--- src/rtl/core/cmm_pkg.sv ---
// Shared types and constants of the color matrix min/max block.
package cmm_pkg;

    localparam int CHANNELS    = 3;
    localparam int SAMPLE_IN_W = 16;
    localparam int RES_W       = 36;
    localparam int CFG_W       = 54;
    localparam int CFG_ADDR_W  = 2;
    localparam int IN_DATA_W   = CHANNELS * SAMPLE_IN_W;
    localparam int OUT_DATA_W  = 2 * CHANNELS * RES_W;

    // Queue depth must be a power of two; the front keeps its two stages in flight
    // against this depth.
    localparam int QUEUE_DEPTH = 4;
    localparam int QPTR_W      = $clog2(QUEUE_DEPTH);
    localparam int QCNT_W      = $clog2(QUEUE_DEPTH + 1);

    localparam logic [CFG_ADDR_W-1:0] REG_ROW_ZERO = 2'd0;
    localparam logic [CFG_ADDR_W-1:0] REG_ROW_ONE  = 2'd1;
    localparam logic [CFG_ADDR_W-1:0] REG_ROW_TWO  = 2'd2;

    typedef struct packed {
        logic                              frame_start;
        logic                              frame_end;
        logic [CHANNELS-1:0][RES_W-1:0]    value;
    } cmm_item_t;

endpackage

--- src/rtl/core/cmm_queue.sv ---
// Short queue between the arithmetic front end and the tracker back end.
module cmm_queue (
    input  logic                          clk,
    input  logic                          rst_n,
    input  logic                          push,
    input  cmm_pkg::cmm_item_t            push_item,
    input  logic                          pop,
    output logic                          head_valid,
    output cmm_pkg::cmm_item_t            head_item,
    output logic [cmm_pkg::QCNT_W-1:0]    count
);
    import cmm_pkg::*;

    cmm_item_t            mem [QUEUE_DEPTH];
    logic [QPTR_W-1:0]    wr_ptr_reg;
    logic [QPTR_W-1:0]    rd_ptr_reg;
    logic [QCNT_W-1:0]    count_reg;

    always_ff @(posedge clk)
    begin
        if (push)
        begin
            mem[wr_ptr_reg] <= push_item;
        end
    end

    always_ff @(posedge clk or negedge rst_n)
    begin
        if (!rst_n)
        begin
            wr_ptr_reg <= '0;
            rd_ptr_reg <= '0;
            count_reg  <= '0;
        end
        else
        begin
            if (push)
            begin
                wr_ptr_reg <= wr_ptr_reg + 1'b1;
            end
            if (pop)
            begin
                rd_ptr_reg <= rd_ptr_reg + 1'b1;
            end
            case ({push, pop})
                2'b10:   count_reg <= count_reg + 1'b1;
                2'b01:   count_reg <= count_reg - 1'b1;
                default: ;
            endcase
        end
    end

    assign head_valid = count_reg != '0;
    assign head_item  = mem[rd_ptr_reg];
    assign count      = count_reg;

    assert property (@(posedge clk) disable iff (!rst_n)
        push |-> (count_reg != QCNT_W'(QUEUE_DEPTH)) || pop)
        else $error("push into a full queue");

    assert property (@(posedge clk) disable iff (!rst_n)
        pop |-> count_reg != '0)
        else $error("pop from an empty queue");

endmodule

--- config.mk ---
export PLATFORM = sky130hd
export DESIGN_NAME = cmm_queue
export DESIGN_NICKNAME = d
export VERILOG_FILES = /design/src/rtl/core/cmm_pkg.sv /design/src/rtl/core/cmm_queue.sv
export SDC_FILE = /design/constraint.sdc
export NUM_CORES = 1
export LEC_CHECK = 0
export BUFFER_PORTS_ARGS = -buffer_cell sky130_fd_sc_hd__buf_2
export CAP_MARGIN = 10
export CORE_MARGIN = 3
export CORE_UTILIZATION = 57
export CTS_CLUSTER_DIAMETER = 60
export DETAILED_ROUTE_END_ITERATION = 10
export GPL_TIMING_DRIVEN = 0
export PLACE_DENSITY = 0.76
export SLEW_MARGIN = 20
export SYNTH_ARGS = -nofsm -noshare
export SYNTH_HDL_FRONTEND = slang
export SYNTH_SLANG_ARGS = --single-unit
--- constraint.sdc ---
create_clock -name clk -period 4.86 [get_ports clk]
set_clock_uncertainty 0.1 [all_clocks]
set_input_delay 0.729 -clock clk [delete_from_list [all_inputs] [get_ports clk]]
set_output_delay 0.729 -clock clk [all_outputs]
set_load 0.005 [all_outputs]
; Word-level counts from Yosys, hierarchy flattened
; Memory sizes are Yosys's and may differ from the RTL's.
; Index checks and enable logic that the tools add are counted.
[totals]
ff_bits = 7
ram_bits = 440
in_bits = 114
out_inout_bits = 114
word_cells = 15
mem_count = 1
[classes]
addsub = 4
eq_ne = 2
muxes = 3
reduce_logical = 2
[memory_table]
columns = name, depth, width, read_ports, rd_ports_with_merged_regs, wr, line_no
row1 = mem, 4, 110, 1, 0, 1, cmm_queue.sv:14  ; cmm_item_t mem [QUEUE_DEPTH];
[op_table]
columns = op, count
row1 = case mux 3 bit (2 select lines), 1
row2 = adder 2 x 1 -> 2 bit (second input constant), 2
row3 = adder 3 x 1 -> 3 bit (second input constant), 1
row4 = nonzero test 3 bit, 1
row5 = subtractor 3 x 1 -> 3 bit (second input constant), 1
row6 = == test 2 x 1 -> 1 bit (second input constant), 1
row7 = == test 2 bit (second input constant), 1
row8 = 2-to-1 mux 1 bit, 2
row9 = nonzero test 2 bit, 1

; Logic depth before layout (Yosys ltp)
[depth]
word_depth = 2
ltp_mapped = 7
ltp_nobuf = 7

; Worst setup path before layout
; OpenSTA, ideal clock, no wires.
[synth_timing]
path_type = input-to-reg
start = in push
end = mem mem[0][0] (netlist name) (enable)
setup_time_ns = 0.481
arrival_time_ns = 3.261
required_ns = 4.279
setup_slack_ns = 1.018
stages = 1
path_buffers = 0
path_cell_list = and2_1
[synth_between]
elab_chain_cells = 2
[synth_rtl]
columns = item, line_no
row1 = from (decl), cmm_queue.sv:5  ; input logic push,
row2 = 2-to-1 mux 1 bit, cmm_queue.sv:21  ; if (push)
row3 = 2-to-1 mux 1 bit (not written as such), cmm_queue.sv:23  ; mem[wr_ptr_reg] <= push_item;
row4 = to (decl), cmm_queue.sv:14
; No other way between the ends.

==> results_dict.tcl <==
set metrics [dict create \
    fin_util_pct 69.6 \
    drt_iter0_drc 503 \
    final_common_cell "edfxtp_1" \
    final-setup-viol-count 0 \
    finalHoldViolations 0 \
    worstMarginPinSlew_ns 0.710 \
    worst-path-buf-inv 3 \
    first_global_vias 7842 \
    gr-total-overflow 0 \
    mostFrequentLayoutCells "edfxtp_1 (440), buf_2 (238), mux4_2 (110)" \
    gp_congestion 0.668 \
    drt_drc_violations_left 0 \
    cts_made_buffers 45 \
    ys_ff_latch 447 \
    area_delta_synth_final_pct 19.5 \
    hp-class "in2reg" \
    cp.required_ns 4.03 \
    fmax_mhz 315 \
    power_density_nw_per_um2 594 \
    coreArea_um2 27900 \
    final_cells 1303 \
    cts_root_buf "clkbuf_16" \
    cp-end-kind "output port" \
    crit_chain "clkbuf_1, buf_2, mux4_2, buf_2" \
    wl_per_cell_um 22.3 \
    startpoint_type "flop" \
    dieArea_um2 30600 \
    grt_max_degree 48 \
    cap_viol_max_count 0 \
    layout-drive-gt1-share_pct 46.5 \
    syn_avg_cell_area_um2 26.7 \
    arrival_ns 2.35 \
    yosys_warnings 0 \
    antenna_found_initial 2 \
    cp_top_family "buffers and inverters" \
    syn-cell-area_um2 16300 \
    cp_common_cell "buf_2" \
    htreeDepth 2 \
    leakage_nw 6.70 \
    clk_pin_slew_ns 0.06 \
    status "completed" \
    max-vdd-ir-drop_mv 0.419 \
    dieHeight_um 175 \
    grt_pass1_wl_mm 45.5 \
    route.vias.total 7328 \
    start_util_pct 58.3 \
    diodes 0 \
    cp_slowest_stage_delay_ns 0.54 \
    cp_max_fo 10 \
    placementRows 61 \
    clk_latency_ns 0.51 \
    cts-resized-gates 0 \
    via_per_inst 5.62 \
    largest_reg_flops 440 \
    routed_wl_mm 29.1 \
    critical-path-slowest-cell "clkbuf_1" \
    yosysSeqAreaShare_pct 82.3 \
    syn_nets 730 \
    period_share_pct 65.4 \
    cts_tree "built" \
    port_buffers 227 \
    die_w_um 175 \
    max_slew_margin_pct 52.7 \
    ios 228 \
    maxSlewViolCount 0 \
    setup_tns_ns 0 \
    hpwl_mm 18.1 \
    drtPass1Iterations 4 \
    fin_hold_ws_ns 0.320 \
    finalCriticalPeriod_ns 3.18 \
    numClockSinks 447 \
    grt_use_total_pct 19.4 \
    place_inst 1223 \
    cts_setup_buffers 0 \
    critPathKind "reg2out" \
    nets 1013 \
    rsz0062_at_grt "no" \
    syn_inst 610 \
    ant_nets 0 \
    synth.distinct_cells 19 \
    cts_buffer_depth 3 \
]
==> report_power, final <==
group	switching (W)	total, W	internal (W)
combinational	0.00163	0.00325	0.00162
sequential	0.000151	0.00519	0.00503
clock	0.00130	0.00312	0.00182
total	0.00308	0.0116	0.00848
==> cells in the mapped netlist <==
master	instances	area share (%)
dfrtp_1	7	1.1
xnor2_1	2	0.11
nor2_1	1	0.023
inv_1	6	0.14
buf_4	1	0.046
and2_1	4	0.15
xor2_1	4	0.22
edfxtp_1	440	81
or3_1	1	0.038
fa_1	1	0.12
clkbuf_1	3	0.069
ha_1	5	0.38
buf_6	9	0.62
buf_2	11	0.34
mux4_2	110	15
o21ai_0	1	0.031
buf_12	1	0.12
nand2_1	2	0.046
mux2i_1	1	0.062
==> final timing paths <==
kind / startpoint / endpoint / slack, ns / depth (start not counted)
worst min register to register: count[2]$_DFFE_PN0P_ / count[2]$_DFFE_PN0P_ / 0.39 / 1
min in group asynchronous: rst_n / count[2]$_DFFE_PN0P_ / 0.48 / 2
worst max register to register: wr_ptr_reg[0]$_DFFE_PN0P_ / mem[0][43]$_DFFE_PP_ / 2.88 / 4
worst max-delay path: rd_ptr_reg[1]$_DFFE_PN0P_ / head_item[74] / 1.68 / 4
worst min-delay path: push_item[25] / mem[0][25]$_DFFE_PP_ / 0.32 / 1
max in group asynchronous: rst_n / rd_ptr_reg[1]$_DFFE_PN0P_ / 4.00 / 2
==> kinds of logic (layout without fill, tap and decap cells) <==
logic type	count (synthesis)	after routing	share of synthesized area, %
flip-flops	447	447	82.3
multiplexers	111	111	15.3
buffers and inverters	31	346	1.34
AND/OR/NAND/NOR	8	8	0.261
adder cells (fa/ha/maj)	6	6	0.507
XOR/XNOR	6	6	0.323
AO/OA/AOI/OAI	1	1	0.0307
==> layout make-up <==
cell class	count	area, um^2
buffer	25	195
fill	1732	8490
clock buffer	68	1280
timing repair buffer	236	1340
inverter	6	22.5
multi-input combinational	132	2680
clock inverter	11	63.8
sequential	447	13400
tap	378	473
==> stage by stage <==
| stage | power (W) | area, um^2 | setup slack (ns) |
|---|---|---|---|
| 4_1_cts | 0.0117 | 19400 | 1.55 |
| 5_1_grt | 0.0121 | 19400 | 1.51 |
| 2_1_floorplan | 0.00728 | 16300 | 1.02 |
| 6_report | 0.0116 | 19400 | 1.68 |
| 3_3_place_gp | 0.00859 | 17900 | -1.09 |
| 3_5_place_dp | 0.00860 | 18100 | 2.11 |
==> metal layers <==
layer,wire [um],GRT usage (%)
met1,11700,26.8
met2,15100,32.5
met3,1830,4.17
met4,458,4.69
met5,27,0
==> repair_timing <==
action / in CTS / in global routing
endpoints found under the hold margin: 7 / 0
hold buffers: 1 / 0
endpoints found under the setup margin: 0 / 0
Power figures use the tool's default switching activity.
