### src/rtl/core/cmm_pkg.sv
// Shared types and constants of the color matrix min/max block.
package cmm_pkg;

    localparam int CHANNELS    = 3;
    localparam int SAMPLE_IN_W = 16;
    localparam int RES_W       = 36;
    localparam int CFG_W       = 54;
    localparam int CFG_ADDR_W  = 2;
    localparam int IN_DATA_W   = CHANNELS * SAMPLE_IN_W;
    localparam int OUT_DATA_W  = 2 * CHANNELS * RES_W;

    // Queue depth must be a power of two; the front keeps its two stages in flight
    // against this depth.
    localparam int QUEUE_DEPTH = 4;
    localparam int QPTR_W      = $clog2(QUEUE_DEPTH);
    localparam int QCNT_W      = $clog2(QUEUE_DEPTH + 1);

    localparam logic [CFG_ADDR_W-1:0] REG_ROW_ZERO = 2'd0;
    localparam logic [CFG_ADDR_W-1:0] REG_ROW_ONE  = 2'd1;
    localparam logic [CFG_ADDR_W-1:0] REG_ROW_TWO  = 2'd2;

    typedef struct packed {
        logic                              frame_start;
        logic                              frame_end;
        logic [CHANNELS-1:0][RES_W-1:0]    value;
    } cmm_item_t;

endpackage

### src/rtl/core/cmm_back.sv
// Back end: per-channel running minimum and maximum and the result register.
module cmm_back (
    input  logic                              clk,
    input  logic                              rst_n,
    input  logic                              head_valid,
    input  cmm_pkg::cmm_item_t                head_item,
    output logic                              pop,
    output logic                              out_valid,
    input  logic                              out_ready,
    output logic [cmm_pkg::OUT_DATA_W-1:0]    out_data
);
    import cmm_pkg::*;

    logic signed [RES_W-1:0] min_reg  [CHANNELS];
    logic signed [RES_W-1:0] max_reg  [CHANNELS];
    logic signed [RES_W-1:0] min_next [CHANNELS];
    logic signed [RES_W-1:0] max_next [CHANNELS];
    logic signed [RES_W-1:0] value    [CHANNELS];

    logic                    out_valid_reg;
    logic [OUT_DATA_W-1:0]   out_data_reg;
    logic [OUT_DATA_W-1:0]   out_data_next;

    // A frame-end item needs the result register free, or leaving this cycle.
    assign pop = head_valid && (!head_item.frame_end || !out_valid_reg || out_ready);

    always_comb
    begin
        for (int c = 0; c < CHANNELS; c++)
        begin
            value[c] = $signed(head_item.value[c]);
            if (head_item.frame_start || value[c] < min_reg[c])
            begin
                min_next[c] = value[c];
            end
            else
            begin
                min_next[c] = min_reg[c];
            end
            if (head_item.frame_start || value[c] > max_reg[c])
            begin
                max_next[c] = value[c];
            end
            else
            begin
                max_next[c] = max_reg[c];
            end
            out_data_next[c*RES_W +: RES_W]            = min_next[c];
            out_data_next[(CHANNELS+c)*RES_W +: RES_W] = max_next[c];
        end
    end

    always_ff @(posedge clk)
    begin
        if (pop)
        begin
            min_reg <= min_next;
            max_reg <= max_next;
            if (head_item.frame_end)
            begin
                out_data_reg <= out_data_next;
            end
        end
    end

    always_ff @(posedge clk or negedge rst_n)
    begin
        if (!rst_n)
        begin
            out_valid_reg <= 1'b0;
        end
        else if (pop && head_item.frame_end)
        begin
            out_valid_reg <= 1'b1;
        end
        else if (out_ready)
        begin
            out_valid_reg <= 1'b0;
        end
    end

    assign out_valid = out_valid_reg;
    assign out_data  = out_data_reg;

    assert property (@(posedge clk) disable iff (!rst_n)
        pop && head_item.frame_end |=> out_valid_reg)
        else $error("frame end taken without a result");

endmodule

### config.mk
export PLATFORM = sky130hd
export DESIGN_NAME = cmm_back
export DESIGN_NICKNAME = d
export VERILOG_FILES = /design/src/rtl/core/cmm_pkg.sv /design/src/rtl/core/cmm_back.sv
export SDC_FILE = /design/constraint.sdc
export NUM_CORES = 1
export LEC_CHECK = 0
export BUFFER_PORTS_ARGS = -buffer_cell sky130_fd_sc_hd__buf_2
export CAP_MARGIN = 20
export CORE_UTILIZATION = 53
export DETAILED_ROUTE_END_ITERATION = 6
export HOLD_SLACK_MARGIN = 0.1
export PLACE_DENSITY_LB_ADDON = 0.25
export SLEW_MARGIN = 0
export SYNTH_ARGS = -nofsm -noshare
export SYNTH_HDL_FRONTEND = slang
export SYNTH_SLANG_ARGS = --single-unit
### constraint.sdc
create_clock -name clk -period 32.7 [get_ports clk]
set_input_delay 6.54 -clock clk [delete_from_list [all_inputs] [get_ports clk]]
set_output_delay 6.54 -clock clk [all_outputs]
set_load 0.005 [all_outputs]
; Yosys cells after proc, flatten, opt, wreduce, memory -nomap -nowiden
; Cells that the tools add are included.
[word_totals]
regBits = 433
out_inout_bits = 218
wordCells = 36
[op_classes]
reduce_logical = 14
muxes = 8
order_cmp = 6
[op_table]
columns = operator, count
row1 = 2-to-1 mux 36 bit, 6
row2 = greater-than comparator 36 bit, 3
row3 = less-than comparator 36 bit, 3
row4 = logical OR 1 bit, 8
row5 = logical AND 1 bit, 2
row6 = logical NOT 1 bit, 2
row7 = 2-to-1 mux 1 bit, 2
row8 = AND reduction 2 bit, 1
row9 = nonzero test 2 bit, 1

; Logic depth before layout (Yosys ltp)
; Gate-level depths: netlist (run 1).
[depth]
ltp_word = 6
ltp_mapped = 12
depth_no_buf = 10

; Least setup slack after synthesis (run 1)
; Ideal clock, no wire load.
[synth_path]
path_kind = input port to flip-flop
start = input port out_ready
end = register out_valid_reg, in the netlist out_valid
t_required_ns = 32.604
slack_ns = 3.753
stages = 4
path_buffers = 0
t_arrival_ns = 28.851
path_cell_list = nor2b_1 > a21boi_0 > and2_1 > or2_2
[synth_between]
elab_chain_cells = 4
elab_cells_between_ends = 5
classes_between = mux (1) / reduce/logical (4)
[synth_lines]
columns = item, line
row1 = from (decl), cmm_back.sv:9  ; input logic out_ready,
row2 = logical OR 1 bit (*), cmm_back.sv:25  ; assign pop = head_valid && (!head_item.frame_end || !out_valid_reg || out_ready);
row3 = logical AND 1 bit (*), cmm_back.sv:25
row4 = via pop, cmm_back.sv:7  ; output logic pop,
row5 = logical AND 1 bit (*), cmm_back.sv:72  ; else if (pop && head_item.frame_end)
row6 = 2-to-1 mux 1 bit or nonzero test 2 bit (tied branches), -
row7 = to (signal assigned), cmm_back.sv:70  ; out_valid_reg <= 1'b0;
row8 = to (signal assigned), cmm_back.sv:74  ; out_valid_reg <= 1'b1;
row9 = to (signal assigned), cmm_back.sv:78  ; out_valid_reg <= 1'b0;
row10 = to (decl), cmm_back.sv:20  ; logic out_valid_reg;
; Mark *: on every way through the listed nets, which the timed path passes. The rest lies on a longest branch.
; A chain may end at the register's enable or synchronous reset.

; Worst setup path in the final report (run 1)
[layout_path]
start = input port out_ready
end = output port pop
[layout_between]
elab_chain_cells = 2
[layout_lines]
columns = item, line
row1 = logical OR 1 bit, cmm_back.sv:25
row2 = logical AND 1 bit, cmm_back.sv:25
row3 = to (decl), cmm_back.sv:7
; No other way between the ends.

==> results of run 1 <==
## path summary, 6_finish.rpt
path | from | end | slack (ns) | depth (start not counted)
worst max-delay path | out_ready | pop | 19.00 | 4
worst min-delay path | min_reg[94] | out_data[22] | 0.59 | 1
worst max register to register | min_reg[81] | out_data[2] | 28.40 | 11
worst min register to register | min_reg[94] | out_data[22] | 0.59 | 1
max in group asynchronous | rst_n | out_valid | 26.88 | 1
min in group asynchronous | rst_n | out_valid | 5.73 | 1
## stage by stage
step	hold slack [ns]	setup WS [ns]	power, mW	instance area, sq um	utilization, %
floorplan	0.561	3.75	0.951	23700	-
global placement	0.577	18.98	1.03	26000	58.7
detailed placement	0.575	18.98	1.04	26000	58.7
CTS	0.595	18.97	1.57	27500	62.1
global route	0.609	18.96	1.64	27500	62.2
finish	0.593	19.00	1.57	27500	62.2
## layer usage
layer  up-vias  global-route usage (%)
li1       8084                       -
met4        14                    8.57
met5         -                       0
met3       119                    5.21
met1      8502                    33.3
met2       623                    42.2
## critical path: stages
cell and delay [ns]:
sky130_fd_sc_hd__buf_2 0.10, sky130_fd_sc_hd__nor2b_1 0.22, sky130_fd_sc_hd__a21boi_4 0.14, sky130_fd_sc_hd__buf_2 0.15
## area by class of cell
cell class                      instances  share of cell area, %
Clock buffer                           55                   4.39
Clock inverter                         23                   1.01
Inverter                              226                   3.09
Tap cell                              592                   2.69
Multi-Input combinational cell       1225                   34.8
Timing Repair Buffer                  353                   6.71
Antenna cell                            4                 0.0364
Sequential cell                       433                   47.3
## cell families (layout without fill, tap and decap cells)
group,count (synthesis),in the layout
AND/OR/NAND/NOR,511,511
other,0,4
adder cells (fa/ha/maj),213,213
AO/OA/AOI/OAI,357,357
buffers and inverters,322,657
multiplexers,144,144
flip-flops,433,433
## where the power goes
group | internal [mW] | total (mW) | switching, mW
logic | 0.129 | 0.322 | 0.194
registers | 0.691 | 0.717 | 0.0261
clock network | 0.310 | 0.526 | 0.216
total | 1.13 | 1.57 | 0.436
## synthesized netlist by cell type (35+ instances only)
| master | instances |
|---|---|
| sky130_fd_sc_hd__edfxtp_1 | 432 |
| sky130_fd_sc_hd__inv_1 | 224 |
| sky130_fd_sc_hd__ha_1 | 213 |
| sky130_fd_sc_hd__nand2_1 | 142 |
| sky130_fd_sc_hd__a21oi_1 | 135 |
| sky130_fd_sc_hd__mux2_2 | 114 |
| sky130_fd_sc_hd__nand4_1 | 111 |
| sky130_fd_sc_hd__nor2_1 | 101 |
| sky130_fd_sc_hd__clkbuf_1 | 79 |
| sky130_fd_sc_hd__nand3_1 | 44 |
| sky130_fd_sc_hd__o211ai_1 | 39 |
| sky130_fd_sc_hd__nand2b_1 | 37 |
| sky130_fd_sc_hd__a32o_1 | 36 |
| sky130_fd_sc_hd__a41oi_1 | 36 |
| sky130_fd_sc_hd__a21o_1 | 35 |
==> parameters.txt, run 1 <==
Parameter                              Value

Run status
  Outcome    completed

Placed design
  GPL Wtd Cong    0.853
  DP Cell Count    2828
  Number of buffers inserted by port buffering    331
  HPWL after DPL    39500 um

Logic synthesis
  Top-area cell type share of the netlist area    54.7%
  Post-Synthesis Mean Instance Area    12.0 sq um
  Share of cell area taken by muxes after synthesis    7.31%
  Post-synth top flop    sky130_fd_sc_hd__edfxtp_1
  Cells taking the most area after synthesis    sky130_fd_sc_hd__edfxtp_1 55%, sky130_fd_sc_hd__ha_1 11%, sky130_fd_sc_hd__mux2_2 5.4%, sky130_fd_sc_hd__inv_1 3.5%, sky130_fd_sc_hd__nand4_1 2.9%
  Xor and xnor area share after synthesis    0%
  Cell count after synthesis    1980
  Dominant combinational cell family by area after synthesis    adder cells
  Dominant cell type by area after synthesis    sky130_fd_sc_hd__edfxtp_1
  Number of flops mapped to enable cells by yosys    432
  Number of warnings reported in the yosys synthesis log    0
  Sequential fraction of the synthesis area    54.8%
  Simple-gate share of the synthesized area    11.1%
  Count of different cell masters after synthesis    53
  Net count of the mapped netlist    2307
  Fraction of synthesis flops using an asynchronous set or reset pin    0.231%
  Complex-gate fraction of the synthesized area    10.3%
  FF+latch count, synth    433
  Cell Area, Synth    23700 sq um
  Arithmetic-cell share of the synthesized area counting full adders, half adders and majority gates    11.2%

Pwr
  Total power divided by cell area    56.9 nW/um^2
  Leakage component of the power    11.4 nW
  Peak ir drop on the vdd network    0.0387 mV

Timing
  Final setup violation count    0
  Crit share post-route    41.9%
  Final Hold Fails    0
  Highest clock rate    0.0730 GHz
  Unrepaired setup endpoints after global routing    false
  Slew at the pin with the worst max-slew slack    1.08 ns
  Clock skew    0.0241 ns
  Final Max Slew Viols    0
  Max_slew headroom    27.9%
  Setup TNS after final layout    0 ns
  Crit path time final    13.70 ns

Detailed routing
  DR WL met2    28500 um
  DRC    0
  TritonRoute pass-1 iters    5
  Initial detailed-routing violation count    1317
  DR vias    17300
  Sum of routed wire length over all layers    58900 um
  Highest routed metal layer    met5
  WL per Instance    20.2 um
  Wire length on met3    4080 um
  Via-per-instance ratio    5.96
  Count of nets left with antenna violations after detail routing    0
  WL met1    24500 um

Cells and area
  Number of filler cells placed in the layout    3414
  Most common cell after layout, fill and taps aside    sky130_fd_sc_hd__edfxtp_1
  Sequential cell area    13000 sq um
  Multi-input gate area    9570 sq um
  Max FFs per register    216
  Proportion of layout cells with a drive suffix above 1    25.1%
  Non-filler instance count after layout    2911
  Commonest non-fill, non-tap cells in the layout    432 x sky130_fd_sc_hd__edfxtp_1, 330 x sky130_fd_sc_hd__buf_2, 224 x sky130_fd_sc_hd__inv_1
  Area Growth Syn to Fin    15.9%
  Final net count    2613

Floorplanning
  Die Height    214 um
  Die boundary width    214 um
  Io pins    332
  Initial cell density of the core    53.6%
  Number of placement rows    77
  Die Area    45600 sq um
  Placeable Area    44200 sq um

GRT
  Global-route wire length before repair    90600 um
  Number of antenna violations at the first check in global routing    11
  Pin count of the biggest net entering global routing    109
  Via count of the first global-routing pass    16800
  All-Layer GR Usage    25.4%
  Sum of overflow across all layers after global routing    0

Clocking
  Post-CTS Hold Buffers    0
  Deepest level of the CTS H-tree    2
  Post-CTS Setup Bufs    0
  Number of buffers on the longest clock path    3
  CTS-repair resized insts    0
  Clk pin slew, worst setup/hold paths    0.06 ns
  Number of buffers added by the clock tree synthesis step    47
  Num Clock Sinks    433
  Clock root buffer master    sky130_fd_sc_hd__clkbuf_16
  Clock tree from TritonCTS    yes
  Worst-skew pair later-pin latency    0.59 ns

Critical path
  WP data required    26.16 ns
  Critical Setup Path Class    input pin to primary output
  CP Max Fanout    2
  Worst Setup Start Kind    input pin
  Data arrival time at the worst-slack endpoint    7.16 ns
  Crit path capture type    primary output

Worst hold path
  Worst hold-check path type    flop to flop

Flow run
  Max_cap viols    0
(Power assumes the default switching activity.)
==> run 2: changes to the inputs <==
==> constraint.sdc (replaced) <==
create_clock -name clk -period 14.32 [get_ports clk]
set_input_delay 2.864 -clock clk [delete_from_list [all_inputs] [get_ports clk]]
set_output_delay 2.864 -clock clk [all_outputs]
set_load 0.005 [all_outputs]
==> parameters.txt, run 2 (synthesis gave the netlist of run 1 again) <==
Parameter                              Value

Worst hold path
  Worst hold-check path type    flop to flop

Cells and area
  Sequential cell area    13000 sq um (unchanged)
  Max FFs per register    216 (unchanged)
  Number of filler cells placed in the layout    3417 (+0.088%)
  Most common cell after layout, fill and taps aside    sky130_fd_sc_hd__edfxtp_1
  Commonest non-fill, non-tap cells in the layout    432 x sky130_fd_sc_hd__edfxtp_1, 330 x sky130_fd_sc_hd__buf_2, 224 x sky130_fd_sc_hd__inv_1
  Multi-input gate area    9570 sq um (unchanged)
  Proportion of layout cells with a drive suffix above 1    25.4% (+0.27 points)
  Area Growth Syn to Fin    16.5%
  Final net count    2616 (+0.11%)

Critical path
  Largest stage delay on the critical path    0.22 ns (about the same)
  Cell-by-cell listing of the critical path    buf_2 -> nor2b_1 -> a21boi_4 -> buf_2
  CP Max Fanout    2 (unchanged)
  CP max-delay cell    sky130_fd_sc_hd__nor2b_1
  Worst Setup Start Kind    input pin
  Critical Setup Path Class    input pin to primary output
  Total buffers and inverters traversed by the critical path    2 (unchanged)
  Crit path capture type    primary output
  Cell type group with the largest total delay on the critical path    buffers and inverters
  Data arrival time at the worst-slack endpoint    3.48 ns (-3.68 ns)
  WP data required    11.46 ns (-14.70 ns)
  CP most frequent cell    sky130_fd_sc_hd__buf_2

Timing
  Worst-case hold slack    0.597 ns (+0.00329 ns)
  Max_slew headroom    25.4% (-2.6 points)
  Crit path time final    6.34 ns
  Setup TNS after final layout    0 ns (unchanged)
  Final Hold Fails    0 (unchanged)
  Slew at the pin with the worst max-slew slack    1.12 ns (+0.0383 ns)
  Unrepaired setup endpoints after global routing    false
  Clock skew    0.0215 ns (-0.00262 ns)
  Final Max Slew Viols    0 (unchanged)
  Highest clock rate    0.158 GHz
  Crit share post-route    44.3%
  Final setup violation count    0 (unchanged)

Clocking
  Post-CTS Setup Bufs    0 (unchanged)
  Clk pin slew, worst setup/hold paths    0.05 ns (about the same)
  Worst-skew pair later-pin latency    0.59 ns (about the same)
  Deepest level of the CTS H-tree    2 (unchanged)
  CTS-repair resized insts    0 (unchanged)
  Clock tree from TritonCTS    yes
  Num Clock Sinks    433 (unchanged)
  Post-CTS Hold Buffers    0 (unchanged)
  Clock root buffer master    sky130_fd_sc_hd__clkbuf_16
  Number of buffers on the longest clock path    3 (unchanged)
  Number of buffers added by the clock tree synthesis step    48 (+2.1%)

Pwr
  Total internal power    2.60 mW (+130%)
  Total power divided by cell area    131 nW/um^2 (+130%)
  Net switching power    1.02 mW (+130%)
  Peak ir drop on the vdd network    0.112 mV (+190%)
  Clock share of power    34.2% (+0.6 points)
  Share of total power in sequential cells    45.2% (-0.6 points)
  Leakage component of the power    11.4 nW (+0.45%)
  Sw Share    28.1% (+0.27 points)
  Share of power burned in combinational logic    20.6% (about the same)

Floorplanning
  Io pins    332 (unchanged)
  Number of placement rows    77 (unchanged)
  Initial cell density of the core    53.6% (unchanged)
  Placeable Area    44200 sq um (unchanged)
  Die Area    45600 sq um (unchanged)
  Die Height    214 um (unchanged)
  Die boundary width    214 um (unchanged)

GRT
  All-Layer GR Usage    25.9% (+0.46 points)
  Via count of the first global-routing pass    16900 (+0.15%)
  Sum of overflow across all layers after global routing    0 (unchanged)
  Global-route wire length before repair    91700 um (+1.2%)
  Number of antenna violations at the first check in global routing    9 (-2)
  Pin count of the biggest net entering global routing    109 (unchanged)

Flow run
  Max_cap viols    0 (unchanged)

Detailed routing
  Via-per-instance ratio    5.92 (-0.58%)
  Sum of routed wire length over all layers    59700 um (+1.5%)
  Initial detailed-routing violation count    1402 (+6.5%)
  TritonRoute pass-1 iters    5 (unchanged)
  DR vias    17300 (-0.17%)
  WL per Instance    20.4 um (+1.1%)
  Count of nets left with antenna violations after detail routing    0 (unchanged)
  DRC    0 (unchanged)

Run status
  Outcome    completed

Placed design
  Number of buffers inserted by port buffering    331 (unchanged)
  GPL Wtd Cong    0.879 (+3.2%)
  HPWL after DPL    40100 um (+1.7%)
-- run 2: cell types whose count changed in the layout (fill, tap and decap cells not counted), moves of 2 or more --
cell and change:
sky130_fd_sc_hd__clkinv_4 +5, sky130_fd_sc_hd__clkbuf_16 +3, sky130_fd_sc_hd__clkbuf_1 +2, sky130_fd_sc_hd__clkinvlp_4 +2
-- run 2: cell type report --
cell class / count / area share [%]
Multi-Input combinational cell: 1225 / 34.6
Tap cell: 592 / 2.68
Clock inverter: 27 / 1.05
Antenna cell: 5 / 0.0453
Timing Repair Buffer: 355 / 6.80
Inverter: 226 / 3.07
Sequential cell: 433 / 47.0
Clock buffer: 60 / 4.66
-- run 2: worst paths after layout --
path / from / end / slack (ns) / cells past startpoint
setup / recovery: out_ready / pop / 7.98 / 4
hold / removal: max_reg[24] / max_reg[24] / 0.60 / 1
setup reg to reg: min_reg[81] / out_data[2] / 10.14 / 11
hold reg to reg: max_reg[24] / max_reg[24] / 0.60 / 1
max in group asynchronous: rst_n / out_valid / 12.19 / 1
min in group asynchronous: rst_n / out_valid / 2.05 / 1
-- run 2: layer usage --
layer	up-vias	share of wire, %	track usage [%]
li1	8107	-	-
met1	8503	41	32.7
met2	577	49	43.5
met3	117	6.8	5.27
met4	8	3.2	10.5
met5	-	0.070	0
-- run 2: power groups by stage --
| stage | Clock [mW] | Sequential (mW) | Combinational, mW |
|---|---|---|---|
| after floorplan | 0 | 1.66 | 0.494 |
| after global placement | 0 | 1.66 | 0.696 |
| after detailed placement | 0 | 1.66 | 0.732 |
| after CTS | 1.26 | 1.64 | 0.739 |
| after global routing | 1.31 | 1.65 | 0.830 |
| final | 1.24 | 1.64 | 0.745 |
-- run 2: metrics by stage --
stage | std cells | utilization [%] | power [mW] | instance area [sq um] | worst slack (ns)
after floorplan | 1980 | - | 2.15 | 23700 | 1.87
after global placement | 2829 | 58.8 | 2.35 | 26000 | 7.59
after detailed placement | 2830 | 58.8 | 2.39 | 26000 | 7.56
after CTS | 2917 | 62.4 | 3.64 | 27600 | 7.95
after global routing | 2922 | 62.5 | 3.79 | 27600 | 7.89
final | 2923 | 62.5 | 3.62 | 27600 | 7.98
==> run 3: changes to the inputs <==
==> constraint.sdc (replaced) <==
create_clock -name clk -period 6.6 [get_ports clk]
set_input_delay 1.32 -clock clk [delete_from_list [all_inputs] [get_ports clk]]
set_output_delay 1.32 -clock clk [all_outputs]
set_load 0.005 [all_outputs]
==> parameters.txt, run 3 (synthesis gave the netlist of run 1 again) <==
Parameter                              Value

Run status
  Outcome    completed

Critical path
  CP max-delay cell    sky130_fd_sc_hd__nor4_1
  Crit path capture type    flop
  Register-to-register setup slack    2.51 ns (-7.63 ns)
  Number of cells on the worst reg-to-reg path    10 (-1)
  Data arrival time at the worst-slack endpoint    4.93 ns (+1.45 ns)
  Critical Setup Path Class    input pin to flop
  CP Max Fanout    20 (+18)
  Launch point of the worst reg-to-reg path    max_reg[35]
  Worst reg2reg path endpoint    max_reg[26]
  Cell-by-cell listing of the critical path    buf_2 -> ha_1 -> nand4_1 -> nor4_1 -> nand3_1 -> a21oi_1 -> o31ai_1 -> a21oi_4 -> buf_4 -> mux2_2
  Worst Setup Start Kind    input pin
  Largest stage delay on the critical path    0.86 ns (+0.64 ns)
  WP data required    6.91 ns (-4.55 ns)

Floorplanning
  Placeable Area    44200 sq um (unchanged)
  Number of placement rows    77 (unchanged)
  Die boundary width    214 um (unchanged)
  Die Area    45600 sq um (unchanged)
  Io pins    332 (unchanged)
  Die Height    214 um (unchanged)
  Initial cell density of the core    53.6% (unchanged)

Pwr
  Peak ir drop on the vdd network    0.229 mV (+100%)
  Leakage component of the power    11.4 nW (-0.30%)
  Total power after layout    7.76 mW (+110%)
  Total power divided by cell area    282 nW/um^2 (+110%)

Placed design
  Dpl ws    1.41 ns (-6.14 ns)
  Number of buffers inserted by port buffering    331 (unchanged)
  HPWL after DPL    39700 um (-1.0%)
  GPL Wtd Cong    0.882 (+0.33%)
  DP Cell Count    2829 (-0.035%)

Cells and area
  Proportion of layout cells with a drive suffix above 1    25.1% (-0.28 points)
  Max FFs per register    216 (unchanged)
  Final net count    2612 (-0.15%)
  Area Growth Syn to Fin    16.2%
  Sequential cell area    13000 sq um (unchanged)
  Multi-input gate area    9570 sq um (unchanged)
  Non-filler instance count after layout    2918 (-0.17%)
  Commonest non-fill, non-tap cells in the layout    432 x sky130_fd_sc_hd__edfxtp_1, 330 x sky130_fd_sc_hd__buf_2, 224 x sky130_fd_sc_hd__inv_1
  Number of filler cells placed in the layout    3372 (-1.3%)
  Most common cell after layout, fill and taps aside    sky130_fd_sc_hd__edfxtp_1

GRT
  Sum of overflow across all layers after global routing    0 (unchanged)
  Number of antenna violations at the first check in global routing    12 (+3)
  Global-route wire length before repair    91600 um (-0.18%)
  All-Layer GR Usage    25.7% (-0.16 points)
  Pin count of the biggest net entering global routing    129 (+18%)
  Via count of the first global-routing pass    17000 (+0.65%)

Timing
  Slew at the pin with the worst max-slew slack    1.08 ns (-0.0443 ns)
  Max_slew headroom    28.3% (+3.0 points)
  Clock skew    0.0149 ns (-0.00655 ns)
  Final setup violation count    0 (unchanged)
  Crit share post-route    70.1%
  Unrepaired setup endpoints after global routing    false
  Final Max Slew Viols    0 (unchanged)
  Final setup margin    1.98 ns (-6.00 ns)
  Setup TNS after final layout    0 ns (unchanged)
  Highest clock rate    0.216 GHz
  Final Hold Fails    0 (unchanged)
  Crit path time final    4.62 ns

Clocking
  Clk pin slew, worst setup/hold paths    0.05 ns (about the same)
  Worst-skew pair later-pin latency    0.58 ns (about the same)
  Clock tree from TritonCTS    yes
  Post-CTS Hold Buffers    0 (unchanged)
  CTS-repair resized insts    0 (unchanged)
  Num Clock Sinks    433 (unchanged)
  Deepest level of the CTS H-tree    2 (unchanged)
  Number of buffers on the longest clock path    3 (unchanged)
  Clock root buffer master    sky130_fd_sc_hd__clkbuf_16
  Number of buffers added by the clock tree synthesis step    45 (-6.3%)
  Post-CTS Setup Bufs    0 (unchanged)

Flow run
  Max_cap viols    0 (unchanged)

Detailed routing
  DR vias    17400 (+0.24%)
  TritonRoute pass-1 iters    5 (unchanged)
  Sum of routed wire length over all layers    59300 um (-0.70%)
  Via-per-instance ratio    5.95 (+0.41%)
  Initial detailed-routing violation count    1142 (-19%)
  WL per Instance    20.3 um (-0.53%)
  DRC    0 (unchanged)
  Count of nets left with antenna violations after detail routing    0 (unchanged)

Worst hold path
  Worst hold-check path type    input pin to asynchronous set/reset pin
## run 3: metal layers
layer  vias to the layer above  GRT usage (%)  wire (um)
met5                         -              0         83
met4                        12           9.83       1970
met3                       145           5.76       4440
met2                       678           41.9      28300
met1                      8439           33.5      24600
li1                       8080              -          -
## run 3: metrics by stage
| step | hold slack, ns | instance area, sq um | util, % |
|---|---|---|---|
| floorplan | 0.561 | 23700 | - |
| global placement | 0.576 | 26000 | 58.8 |
| detailed placement | 0.578 | 26000 | 58.8 |
| CTS | 0.482 | 27500 | 62.2 |
| global route | 0.476 | 27500 | 62.3 |
| finish | 0.521 | 27500 | 62.3 |
## run 3: critical path, delay by kind of cell
family	cells	cell delay [ns]
buffers and inverters	2	0.60
adder cells (fa/ha/maj)	1	0.36
multiplexers	1	0.39
AND/OR/NAND/NOR	3	1.33
AO/OA/AOI/OAI	3	0.91
## run 3: worst max path at each step
stage	start	end	slack (ns)	depth (start not counted)
6_report	head_item[107]	max_reg[26]	1.98	10
5_1_grt	head_item[107]	max_reg[20]	1.89	10
4_1_cts	head_item[107]	max_reg[27]	2.03	10
3_5_place_dp	head_item[107]	out_data[200]	1.41	10
3_3_place_gp	head_item[107]	out_data[207]	1.47	10
2_1_floorplan	head_item[108]	out_data[0]	-1.95	2
## run 3: area by class of cell
class / instances / share of cell area [%]
diodes: 6 / 0.0545
multi-input cells: 1225 / 34.7
flip-flops and latches: 433 / 47.2
well taps: 592 / 2.69
inverters: 226 / 3.08
clock buffers: 54 / 4.36
clock inverters: 28 / 1.04
repair buffers: 354 / 6.86
## run 3: power breakdown
| group | leakage (nW) | switching [mW] | internal [mW] |
|---|---|---|---|
| clock | 0.730 | 1.07 | 1.53 |
| combinational | 6.51 | 0.967 | 0.642 |
| sequential | 4.13 | 0.132 | 3.42 |
